`config.mk`:
```
export PLATFORM = sky130hd
export DESIGN_NAME = sha256_byte_stream_hasher_flat
export DESIGN_NICKNAME = d
export VERILOG_FILES = /design/src/design/sha_pkg.sv /design/src/design/sha_ifs.sv /design/src/design/sha256_byte_stream_hasher.sv /design/src/flat_wrapper.sv
export VERILOG_INCLUDE_DIRS = /design/src /design/src/design
export SDC_FILE = /design/constraint.sdc
export NUM_CORES = 2
export LEC_CHECK = 0
export ABC_AREA = 1
export ABC_CLOCK_PERIOD_IN_PS = 8500
export BUFFER_PORTS_ARGS = -buffer_cell sky130_fd_sc_hd__buf_2
export CAP_MARGIN = 20
export CORE_UTILIZATION = 50
export CTS_BUF_LIST = sky130_fd_sc_hd__clkbuf_4 sky130_fd_sc_hd__clkbuf_8 sky130_fd_sc_hd__clkbuf_16
export DETAILED_ROUTE_END_ITERATION = 6
export PLACE_DENSITY = 0.68
export SLEW_MARGIN = 20
export SYNTH_ARGS = -nofsm -noshare
export SYNTH_HDL_FRONTEND = slang
export SYNTH_SLANG_ARGS = --single-unit
```
`constraint.sdc`:
```
create_clock -name clk -period 8.5 [get_ports clk]
set_input_delay 0.425 -clock clk [delete_from_list [all_inputs] [get_ports clk]]
set_output_delay 0.425 -clock clk [all_outputs]
set_load 0.01 [all_outputs]
```
`src/design/assert_macros.svh`:
```
// Assertion helpers included by the hasher design file.
`ifndef ASSERT_MACROS_SVH
`define ASSERT_MACROS_SVH

// Check a property on every rising clock edge outside reset.
`define CHECK_PROP(label, clk_i, rst_ni, prop, msg) \
	label: assert property (@(posedge clk_i) disable iff (!rst_ni) prop) else $error(msg);

// Check that a condition never holds outside reset.
`define CHECK_NEVER(label, clk_i, rst_ni, cond, msg) \
	`CHECK_PROP(label, clk_i, rst_ni, !(cond), msg)

`endif

```
`src/design/sha_pkg.sv`:
```
package sha_pkg;

	localparam int WORD_W   = 32;
	localparam int BYTE_W   = 8;
	localparam int FILL_W   = 7;
	localparam int MSG_W    = 61;
	localparam int ROUNDS   = 64;
	localparam int HASH_N   = 8;
	localparam int WIN_N    = 16;

	localparam logic [FILL_W-1:0] BLOCK_BYTES = 7'd64;
	localparam logic [FILL_W-1:0] LEN_POS     = 7'd56;
	localparam logic [BYTE_W-1:0] PAD_BYTE    = 8'h80;

	localparam logic [WORD_W-1:0] ROUND_K [ROUNDS] = '{
		32'h428a2f98, 32'h71374491, 32'hb5c0fbcf, 32'he9b5dba5,
		32'h3956c25b, 32'h59f111f1, 32'h923f82a4, 32'hab1c5ed5,
		32'hd807aa98, 32'h12835b01, 32'h243185be, 32'h550c7dc3,
		32'h72be5d74, 32'h80deb1fe, 32'h9bdc06a7, 32'hc19bf174,
		32'he49b69c1, 32'hefbe4786, 32'h0fc19dc6, 32'h240ca1cc,
		32'h2de92c6f, 32'h4a7484aa, 32'h5cb0a9dc, 32'h76f988da,
		32'h983e5152, 32'ha831c66d, 32'hb00327c8, 32'hbf597fc7,
		32'hc6e00bf3, 32'hd5a79147, 32'h06ca6351, 32'h14292967,
		32'h27b70a85, 32'h2e1b2138, 32'h4d2c6dfc, 32'h53380d13,
		32'h650a7354, 32'h766a0abb, 32'h81c2c92e, 32'h92722c85,
		32'ha2bfe8a1, 32'ha81a664b, 32'hc24b8b70, 32'hc76c51a3,
		32'hd192e819, 32'hd6990624, 32'hf40e3585, 32'h106aa070,
		32'h19a4c116, 32'h1e376c08, 32'h2748774c, 32'h34b0bcb5,
		32'h391c0cb3, 32'h4ed8aa4a, 32'h5b9cca4f, 32'h682e6ff3,
		32'h748f82ee, 32'h78a5636f, 32'h84c87814, 32'h8cc70208,
		32'h90befffa, 32'ha4506ceb, 32'hbef9a3f7, 32'hc67178f2
	};

	localparam logic [WORD_W-1:0] INIT_H [HASH_N] = '{
		32'h6a09e667, 32'hbb67ae85, 32'h3c6ef372, 32'ha54ff53a,
		32'h510e527f, 32'h9b05688c, 32'h1f83d9ab, 32'h5be0cd19
	};

	function automatic logic [WORD_W-1:0] big_sigma0(input logic [WORD_W-1:0] x);
		return {x[1:0], x[31:2]} ^ {x[12:0], x[31:13]} ^ {x[21:0], x[31:22]};
	endfunction

	function automatic logic [WORD_W-1:0] big_sigma1(input logic [WORD_W-1:0] x);
		return {x[5:0], x[31:6]} ^ {x[10:0], x[31:11]} ^ {x[24:0], x[31:25]};
	endfunction

	function automatic logic [WORD_W-1:0] small_sigma0(input logic [WORD_W-1:0] x);
		return {x[6:0], x[31:7]} ^ {x[17:0], x[31:18]} ^ {3'b000, x[31:3]};
	endfunction

	function automatic logic [WORD_W-1:0] small_sigma1(input logic [WORD_W-1:0] x);
		return {x[16:0], x[31:17]} ^ {x[18:0], x[31:19]} ^ {10'b0, x[31:10]};
	endfunction

endpackage

```
`src/design/sha_ifs.sv`:
```
interface sha_in_if
	import sha_pkg::*;
();
	logic              valid;
	logic              ready;
	logic              action;
	logic [BYTE_W-1:0] data_byte;

	modport source (output valid, output action, output data_byte, input ready);
	modport sink   (input valid, input action, input data_byte, output ready);
endinterface

interface sha_out_if
	import sha_pkg::*;
();
	logic              valid;
	logic              ready;
	logic [WORD_W-1:0] digest_word;
	logic [2:0]        word_index;
	logic              last_word;
	logic              status;

	modport source (output valid, output digest_word, output word_index,
		output last_word, output status, input ready);
	modport sink   (input valid, input digest_word, input word_index,
		input last_word, input status, output ready);
endinterface

```
`src/design/sha256_byte_stream_hasher.sv`:
```
// SHA-256 hasher over a byte stream.
// in_ch beats carry action and data_byte: action 0 absorbs one message byte,
// action 1 closes the message and returns its digest. out_ch beats carry one
// digest word each, word_index 0 to 7, last_word set on word 7; a refused
// byte (message already 2^61-1 bytes long) returns a single beat with
// status 1, last_word 1 and a zero word.
// Rate: in_ch.ready is high only while the sequencer is idle. An absorb that
// does not fill the block leaves the sequencer idle; the 64th byte of a block
// starts the compression (one round a cycle on the shared round datapath, then
// the hash update). A finish writes the padding one byte a cycle into the block
// window and then loads the round registers, runs one or two compressions, then
// loads the eight digest words into the output register, one a cycle while
// out_ch takes them.
// Reset (arst_n low) restores the initial hash, empties the block and clears
// the length. When out_ch stalls, the output register holds its word and the
// sequencer waits; absorbs are still taken while a result waits.
`include "assert_macros.svh"

module sha256_byte_stream_hasher
	import sha_pkg::*;
(
	input logic         clk,
	input logic         arst_n,
	sha_in_if.sink      in_ch,
	sha_out_if.source   out_ch
);

	typedef enum logic [2:0] {
		ST_IDLE,
		ST_PAD,
		ST_COMP,
		ST_UPD,
		ST_OUT,
		ST_ERR
	} state_t;

	state_t             state_q;
	logic [WORD_W-1:0]  win_q  [WIN_N];
	logic [WORD_W-1:0]  wv_q   [HASH_N];
	logic [WORD_W-1:0]  hash_q [HASH_N];
	logic [FILL_W-1:0]  fill_q;
	logic [MSG_W-1:0]   msg_q;
	logic [5:0]         round_q;
	logic               fin_q;
	logic               len_ok_q;
	logic [2:0]         oidx_q;

	logic               out_valid_q;
	logic [WORD_W-1:0]  out_word_q;
	logic [2:0]         out_idx_q;
	logic               out_last_q;
	logic               out_status_q;

	logic               in_acc;
	logic               at_limit;
	logic               out_free;
	logic               wr_en;
	logic [BYTE_W-1:0]  wr_byte;
	logic [1:0]         wr_lane;
	logic               load_wv;
	logic [63:0]        len_bits;
	logic [BYTE_W-1:0]  len_byte;
	logic [WORD_W-1:0]  t1;
	logic [WORD_W-1:0]  t2;
	logic [WORD_W-1:0]  ch;
	logic [WORD_W-1:0]  mj;
	logic [WORD_W-1:0]  w_next;

	assign in_ch.ready        = (state_q == ST_IDLE);
	assign in_acc             = in_ch.valid && in_ch.ready;
	assign at_limit           = &msg_q;
	assign out_free           = !out_valid_q || out_ch.ready;

	assign out_ch.valid       = out_valid_q;
	assign out_ch.digest_word = out_word_q;
	assign out_ch.word_index  = out_idx_q;
	assign out_ch.last_word   = out_last_q;
	assign out_ch.status      = out_status_q;

	// Length field: message bytes times eight, big-endian over bytes 56..63.
	assign len_bits = {msg_q, 3'b000};
	assign len_byte = len_bits[{~fill_q[2:0], 3'b000} +: BYTE_W];
	assign wr_lane  = ~fill_q[1:0];

	always_comb begin
		wr_en   = 1'b0;
		wr_byte = '0;
		if (in_acc && in_ch.action) begin
			wr_en   = 1'b1;
			wr_byte = PAD_BYTE;
		end else if (in_acc && !at_limit) begin
			wr_en   = 1'b1;
			wr_byte = in_ch.data_byte;
		end else if (state_q == ST_PAD && fill_q != BLOCK_BYTES) begin
			wr_en   = 1'b1;
			wr_byte = (len_ok_q && fill_q >= LEN_POS) ? len_byte : '0;
		end
	end

	assign load_wv = (in_acc && !in_ch.action && !at_limit && fill_q == BLOCK_BYTES - 7'd1)
		|| (state_q == ST_PAD && fill_q == BLOCK_BYTES);

	// One round of the compression, with the schedule word sixteen ahead.
	assign ch     = (wv_q[4] & wv_q[5]) ^ (~wv_q[4] & wv_q[6]);
	assign mj     = (wv_q[0] & wv_q[1]) ^ (wv_q[0] & wv_q[2]) ^ (wv_q[1] & wv_q[2]);
	assign t1     = wv_q[7] + big_sigma1(wv_q[4]) + ch + ROUND_K[round_q] + win_q[0];
	assign t2     = big_sigma0(wv_q[0]) + mj;
	assign w_next = win_q[0] + small_sigma0(win_q[1]) + win_q[9] + small_sigma1(win_q[14]);

	always_ff @(posedge clk) begin
		if (wr_en) begin
			win_q[fill_q[5:2]][{wr_lane, 3'b000} +: BYTE_W] <= wr_byte;
		end else if (state_q == ST_COMP) begin
			for (int i = 0; i < WIN_N - 1; i++) begin
				win_q[i] <= win_q[i + 1];
			end
			win_q[WIN_N - 1] <= w_next;
		end

		if (load_wv) begin
			wv_q <= hash_q;
		end else if (state_q == ST_COMP) begin
			wv_q[7] <= wv_q[6];
			wv_q[6] <= wv_q[5];
			wv_q[5] <= wv_q[4];
			wv_q[4] <= wv_q[3] + t1;
			wv_q[3] <= wv_q[2];
			wv_q[2] <= wv_q[1];
			wv_q[1] <= wv_q[0];
			wv_q[0] <= t1 + t2;
		end
	end

	always_ff @(posedge clk or negedge arst_n) begin
		if (!arst_n) begin
			state_q      <= ST_IDLE;
			hash_q       <= INIT_H;
			fill_q       <= '0;
			msg_q        <= '0;
			round_q      <= '0;
			fin_q        <= 1'b0;
			len_ok_q     <= 1'b0;
			oidx_q       <= '0;
			out_valid_q  <= 1'b0;
			out_word_q   <= '0;
			out_idx_q    <= '0;
			out_last_q   <= 1'b0;
			out_status_q <= 1'b0;
		end else begin
			// drop valid once taken; the emit states reload the register themselves
			if (out_ch.valid && out_ch.ready && state_q != ST_OUT && state_q != ST_ERR) begin
				out_valid_q <= 1'b0;
			end
			unique case (state_q)
				ST_IDLE: begin
					if (in_acc && in_ch.action) begin
						fin_q    <= 1'b1;
						len_ok_q <= (fill_q < LEN_POS);
						fill_q   <= fill_q + 7'd1;
						state_q  <= ST_PAD;
					end else if (in_acc && at_limit) begin
						state_q <= ST_ERR;
					end else if (in_acc) begin
						fill_q <= fill_q + 7'd1;
						msg_q  <= msg_q + 61'd1;
						if (fill_q == BLOCK_BYTES - 7'd1) begin
							round_q <= '0;
							state_q <= ST_COMP;
						end
					end
				end
				ST_PAD: begin
					if (fill_q == BLOCK_BYTES) begin
						round_q <= '0;
						state_q <= ST_COMP;
					end else begin
						fill_q <= fill_q + 7'd1;
					end
				end
				ST_COMP: begin
					round_q <= round_q + 6'd1;
					if (&round_q) begin
						state_q <= ST_UPD;
					end
				end
				ST_UPD: begin
					for (int i = 0; i < HASH_N; i++) begin
						hash_q[i] <= hash_q[i] + wv_q[i];
					end
					fill_q <= '0;
					if (!fin_q) begin
						state_q <= ST_IDLE;
					end else if (!len_ok_q) begin
						// pad block overflowed: length goes in one more block
						len_ok_q <= 1'b1;
						state_q  <= ST_PAD;
					end else begin
						oidx_q  <= '0;
						state_q <= ST_OUT;
					end
				end
				ST_OUT: begin
					if (out_free) begin
						out_valid_q  <= 1'b1;
						out_word_q   <= hash_q[oidx_q];
						out_idx_q    <= oidx_q;
						out_last_q   <= &oidx_q;
						out_status_q <= 1'b0;
						oidx_q       <= oidx_q + 3'd1;
						if (&oidx_q) begin
							hash_q  <= INIT_H;
							fill_q  <= '0;
							msg_q   <= '0;
							fin_q   <= 1'b0;
							state_q <= ST_IDLE;
						end
					end
				end
				ST_ERR: begin
					if (out_free) begin
						out_valid_q  <= 1'b1;
						out_word_q   <= '0;
						out_idx_q    <= '0;
						out_last_q   <= 1'b1;
						out_status_q <= 1'b1;
						state_q      <= ST_IDLE;
					end
				end
				default: begin
					state_q <= ST_IDLE;
				end
			endcase
		end
	end

	`CHECK_PROP(a_err_beat_shape, clk, arst_n,
		(out_valid_q && out_status_q) |-> (out_last_q && out_word_q == '0 && out_idx_q == '0),
		"error beat must be a zero last word")
	`CHECK_NEVER(a_fill_range, clk, arst_n, fill_q > BLOCK_BYTES, "block fill beyond 64 bytes")
	`CHECK_PROP(a_digest_burst, clk, arst_n,
		(out_ch.valid && out_ch.ready && !out_ch.last_word) |=> out_ch.valid,
		"digest words must follow without a gap")
	`CHECK_PROP(a_finish_busy, clk, arst_n,
		(in_acc && in_ch.action) |=> !in_ch.ready,
		"finish must hold off new input")

endmodule
```
`src/flat_wrapper.sv`:
```
// flat-port wrapper written by rule: the top's interface ports become plain ports
module sha256_byte_stream_hasher_flat import sha_pkg::*;
  (clk, arst_n, in_ch_valid, in_ch_action, in_ch_data_byte, in_ch_ready, out_ch_valid, out_ch_digest_word, out_ch_word_index, out_ch_last_word, out_ch_status, out_ch_ready);
  sha_in_if in_ch_i ();
  sha_out_if out_ch_i ();
  input logic clk;
  input logic arst_n;
  input wire logic [$bits(in_ch_i.valid)-1:0] in_ch_valid;
  input wire logic [$bits(in_ch_i.action)-1:0] in_ch_action;
  input wire logic [$bits(in_ch_i.data_byte)-1:0] in_ch_data_byte;
  output wire logic [$bits(in_ch_i.ready)-1:0] in_ch_ready;
  output wire logic [$bits(out_ch_i.valid)-1:0] out_ch_valid;
  output wire logic [$bits(out_ch_i.digest_word)-1:0] out_ch_digest_word;
  output wire logic [$bits(out_ch_i.word_index)-1:0] out_ch_word_index;
  output wire logic [$bits(out_ch_i.last_word)-1:0] out_ch_last_word;
  output wire logic [$bits(out_ch_i.status)-1:0] out_ch_status;
  input wire logic [$bits(out_ch_i.ready)-1:0] out_ch_ready;
  assign in_ch_i.valid = in_ch_valid;
  assign in_ch_i.action = in_ch_action;
  assign in_ch_i.data_byte = in_ch_data_byte;
  assign in_ch_ready = in_ch_i.ready;
  assign out_ch_valid = out_ch_i.valid;
  assign out_ch_digest_word = out_ch_i.digest_word;
  assign out_ch_word_index = out_ch_i.word_index;
  assign out_ch_last_word = out_ch_i.last_word;
  assign out_ch_status = out_ch_i.status;
  assign out_ch_i.ready = out_ch_ready;
  sha256_byte_stream_hasher u_core (.clk(clk), .arst_n(arst_n), .in_ch(in_ch_i), .out_ch(out_ch_i));
endmodule
```
==> reports/summary.log <==
[run_status] result of the run finished, final reports clean
[critical_path] cell with the largest stage delay on the worst path sky130_fd_sc_hd__fa_1
[timing] clock period minus worst slack 8080 ps
[timing] worst hold-check slack 42.8 ps
[timing] Tightest Pin Transition 1160 ps
[critical_path] timing startpoint of the critical path u_core.round_q[1]
[run] maximum capacitance violations 0
[clock_network] clock tree from TritonCTS yes
[critical_path] sort of element at the end of the critical path register
[detailed_routing] routed length per placed instance 26.4 um
[floorplan] area of the core 0.163 sq mm
[clock_network] Worst-path clk slew 60 ps
[placement] Cells after DPL 12243
[placement] number of buffers inserted by port buffering 51
[yosys] cell type with the highest aggregate area in the netlist sky130_fd_sc_hd__edfxtp_1
[global_routing] largest net degree at the start of global routing 212
[clock_network] number of clock buffers inserted by TritonCTS 135
[floorplan] effective utilization at floorplan 50.4%
[yosys] Syn. warnings 0
[detailed_routing] Detailed Route Iter0 Violations 9141
[critical_path] critical register-to-register path startpoint u_core.round_q[1]
[global_routing] met2 layer usage reported by global route 60.0%
[yosys] mean instance size in the synthesized netlist 7.98 sq um
[critical_path] end point of the critical path u_core.wv_q[254]
[detailed_routing] via count of the routed design 75387
[critical_path] Worst R2R Setup Slack 420 ps
[detailed_routing] total detailed-routing wirelength 330 mm
[global_routing] Remaining Overflow, GRT 0
[detailed_routing] Residual DRC 0
[critical_path] crit-path max cell delay 660 ps
[final_layout] footprint of the multi-input gates 0.0432 sq mm
[clock_network] cell chosen for the clock root sky130_fd_sc_hd__clkbuf_16
[yosys] count of state elements after synthesis 1144
[clock_network] worst-case clock buffer depth 3
[yosys] share of flip-flops with an asynchronous set or reset after synthesis 32.9%
[clock_network] H-tree levels 4
[critical_path] endpoint arrival time on the critical path 8640 ps
[yosys] top cells by area, synth sky130_fd_sc_hd__edfxtp_1 28%, sky130_fd_sc_hd__nand2_1 13%, sky130_fd_sc_hd__dfrtp_1 7.3%
[detailed_routing] Post-DRT Antenna Nets 0
[timing] final clock skew 60.7 ps
[global_routing] met3 GRT Util 8.70%
[worst_hold_path] cell depth of the worst min-delay path 4
[floorplan] Chip Width 407 um
[timing] final critical-path share of the clock period 95.1%
[timing] achievable frequency 0.124 GHz
[timing] count of final hold-check violations 0
[final_layout] flip-flop and latch area 0.0327 sq mm
[timing] RSZ-0062 raised after global routing yes
[critical_path] end of the worst register-to-register path u_core.wv_q[254]
[floorplan] IO Count 52
[clock_network] clock sink total 1144
[final_layout] share of post-route cells with drive strength above 1 7.74%
[yosys] number of nets produced by synthesis 10878
[worst_hold_path] class of the tightest hold or removal check in2reg
[critical_path] data required time of the worst path 9060 ps
[floorplan] number of standard-cell rows in the floorplan 148
[critical_path] classification of the worst setup path reg2reg
[global_routing] first-pass GRT wire length 477 mm
[floorplan] die height 407 um
[yosys] top flip-flop cell by instance count after synthesis sky130_fd_sc_hd__edfxtp_1
[placement] HPWL Detailed 254 mm
[timing] max-slew violation count 0
[placement] Placer Congestion 1.05
[final_layout] core utilization of the finished layout 54.8%
[global_routing] met1 routing resource usage after global routing 51.9%
[final_layout] Final Net Count 10819
[detailed_routing] routed vias/inst 6.03
[final_layout] number of fill cells 15331
[detailed_routing] DRT Pass-1 Iters 6
[yosys] post-synth design cell area 0.0820 sq mm
[timing] final total negative setup slack 0 ps
[yosys] Synth cell types 70
[critical_path] number of cells on the worst reg-to-reg path 29
[global_routing] number of antenna violations at the first check in global routing 11
[timing] number of failing setup endpoints in the final timing report 0
[final_layout] Synth-to-Final Area Change 8.79%
[yosys] number of cells produced by synthesis 10269
[global_routing] busiest grt layer met2
[floorplan] full die area 0.166 sq mm
[yosys] number of flops mapped to enable cells by yosys 768
[timing] Max transition margin 21.8%
[clock_network] clk_lat worst skew 830 ps
[global_routing] GRT Resource Usage Total 39.4%
[final_layout] count of non-filler cells in the finished layout 12501
[critical_path] startpoint class of the critical path register
[critical_path] Critical Path Fanout Max 15
[global_routing] number of global-route vias before repair 70879
[yosys] fraction of the yosys area taken by sequential cells 39.8%
[yosys] share of Yosys cell area claimed by the top area cell type 28.1%
through the flow:
step	cell area [sq um]	setup slack [ps]
final	89200	417
after global routing	89200	-24.8
after CTS	89000	237
after detailed placement	84500	299
after global placement	84500	182
after floorplan	82000	406
cells in the mapped netlist (all sizes together) (2+ instances only):
cell type and count:
nand2 2833, inv 1200, o21ai 1059, edfxtp 768, a21oi 761, nor2 662, ha 401, nand3 383
clkbuf 280, xor2 276, dfrtp 240, fa 195, xnor2 177, dfstp 136, nor3 130, buf 116
nand4 106, o22ai 92, o31ai 48, a21o 47, o21bai 47, a31oi 36, o211ai 35, nor4 31
o21a 30, a21boi 26, or2 23, nand3b 18, o221ai 18, a22oi 14, a31o 9, o221a 9
a221oi 7, a32o 7, a211oi 6, o311ai 6, and3 5, clkinv 4, nor3b 4, o2111ai 4
a311oi 3, a32oi 2, and2 2, o22a 2, o32ai 2
timing repair:
action | CTS | global route
endpoints found under the setup margin | 0 | 17
setup buffers | 0 | 3
hold buffers | 1 | 0
endpoints found under the hold margin | 47 | 0
gates resized for setup | 0 | 21
sequential cells by signal, indices dropped and copies added, names as in the netlist:
| register | cells |
|---|---|
| u_core.out_ch.digest_word | 32 |
| u_core.out_ch.last_word | 1 |
| u_core.wv_q | 256 |
| u_core.fill_q | 7 |
| u_core.out_ch.word_index | 3 |
| u_core.round_q | 6 |
| u_core.win_q | 512 |
| u_core.hash_q | 256 |
| u_core.len_ok_q | 1 |
| u_core.out_ch.valid | 1 |
| u_core.msg_q | 61 |
| u_core.fin_q | 1 |
| u_core.oidx_q | 3 |
| u_core.state_q | 3 |
| u_core.out_ch.status | 1 |
final cells by class:
cell class              instances  share of cell area (%)
multi-input cells            7524                    48.4
diodes                          6                  0.0168
well taps                    2175                    3.05
flip-flops and latches       1144                    36.6
inverters                    1205                    5.11
clock inverters                60                   0.717
repair buffers                200                    1.72
clock buffers                 187                    4.34
worst min-delay path by stage:
stage	startpoint	endpoint	slack, ps
6_report	in_ch_action	u_core.state_q[2]	40
5_1_grt	in_ch_action	u_core.state_q[2]	60
4_1_cts	in_ch_action	u_core.state_q[2]	6
3_5_place_dp	u_core.out_ch.digest_word[7]	u_core.out_ch.digest_word[7]	470
3_3_place_gp	u_core.out_ch.word_index[2]	u_core.out_ch.word_index[2]	460
2_1_floorplan	arst_n	u_core.fill_q[0]	130
per-layer routing:
metal	vias to the layer above	wire, um	share of wire, %
met5	-	53	0.016
met4	8	21000	6.4
met3	848	34200	10
met2	4124	144000	44
met1	36281	131000	40
li1	34126	-	-
cell usage in the layout (no fill, tap or decap), types with 12 or more instances in the layout:
cell type and n:
sky130_fd_sc_hd__buf_2 51, sky130_fd_sc_hd__edfxtp_1 768, sky130_fd_sc_hd__o22ai_1 92, sky130_fd_sc_hd__nand3_1 373, sky130_fd_sc_hd__dfrtp_1 237, sky130_fd_sc_hd__o31ai_1 48
sky130_fd_sc_hd__o211ai_1 35, sky130_fd_sc_hd__a31oi_1 36, sky130_fd_sc_hd__fa_1 195, sky130_fd_sc_hd__a21oi_1 760, sky130_fd_sc_hd__buf_4 134, sky130_fd_sc_hd__xnor2_1 175
sky130_fd_sc_hd__o221ai_1 18, sky130_fd_sc_hd__o21bai_1 47, sky130_fd_sc_hd__o21ai_1 57, sky130_fd_sc_hd__nand2_4 17, sky130_fd_sc_hd__nor3_1 119, sky130_fd_sc_hd__nand2_2 86
sky130_fd_sc_hd__a22oi_1 14, sky130_fd_sc_hd__clkbuf_16 137, sky130_fd_sc_hd__dfstp_2 136, sky130_fd_sc_hd__xor2_1 269, sky130_fd_sc_hd__nor4_1 29, sky130_fd_sc_hd__clkbuf_4 39
sky130_fd_sc_hd__inv_1 1183, sky130_fd_sc_hd__nand3b_1 18, sky130_fd_sc_hd__inv_2 14, sky130_fd_sc_hd__nand2_1 2729, sky130_fd_sc_hd__nand4_1 98, sky130_fd_sc_hd__clkinv_1 15
sky130_fd_sc_hd__buf_12 12, sky130_fd_sc_hd__clkinv_2 21, sky130_fd_sc_hd__a21o_1 47, sky130_fd_sc_hd__nor2_1 642, sky130_fd_sc_hd__a21boi_0 25, sky130_fd_sc_hd__or2_2 23
sky130_fd_sc_hd__o21ai_0 1002, sky130_fd_sc_hd__ha_1 401, sky130_fd_sc_hd__o21a_1 30
critical path: cells and delay by family, from the launching register on:
kind | cells | cell delay (ps)
XOR/XNOR | 1 | 500
flip-flops | 1 | 380
buffers and inverters | 4 | 510
AND/OR/NAND/NOR | 11 | 1610
adder cells (fa/ha/maj) | 7 | 3270
AO/OA/AOI/OAI | 6 | 1530
kinds of logic after synthesis:
family / synth area share [%]
AOI/OAI and AO/OA: 15.2
adders and majority gates: 10.9
buffers and inverters: 7.68
DFF: 39.8
xor gates and xnor gates: 4.84
and+or+nand+nor: 21.5
Power is left out: the tool's default activity adds up to more than one toggle a clock period on the data nets, which glitch-free logic cannot reach.
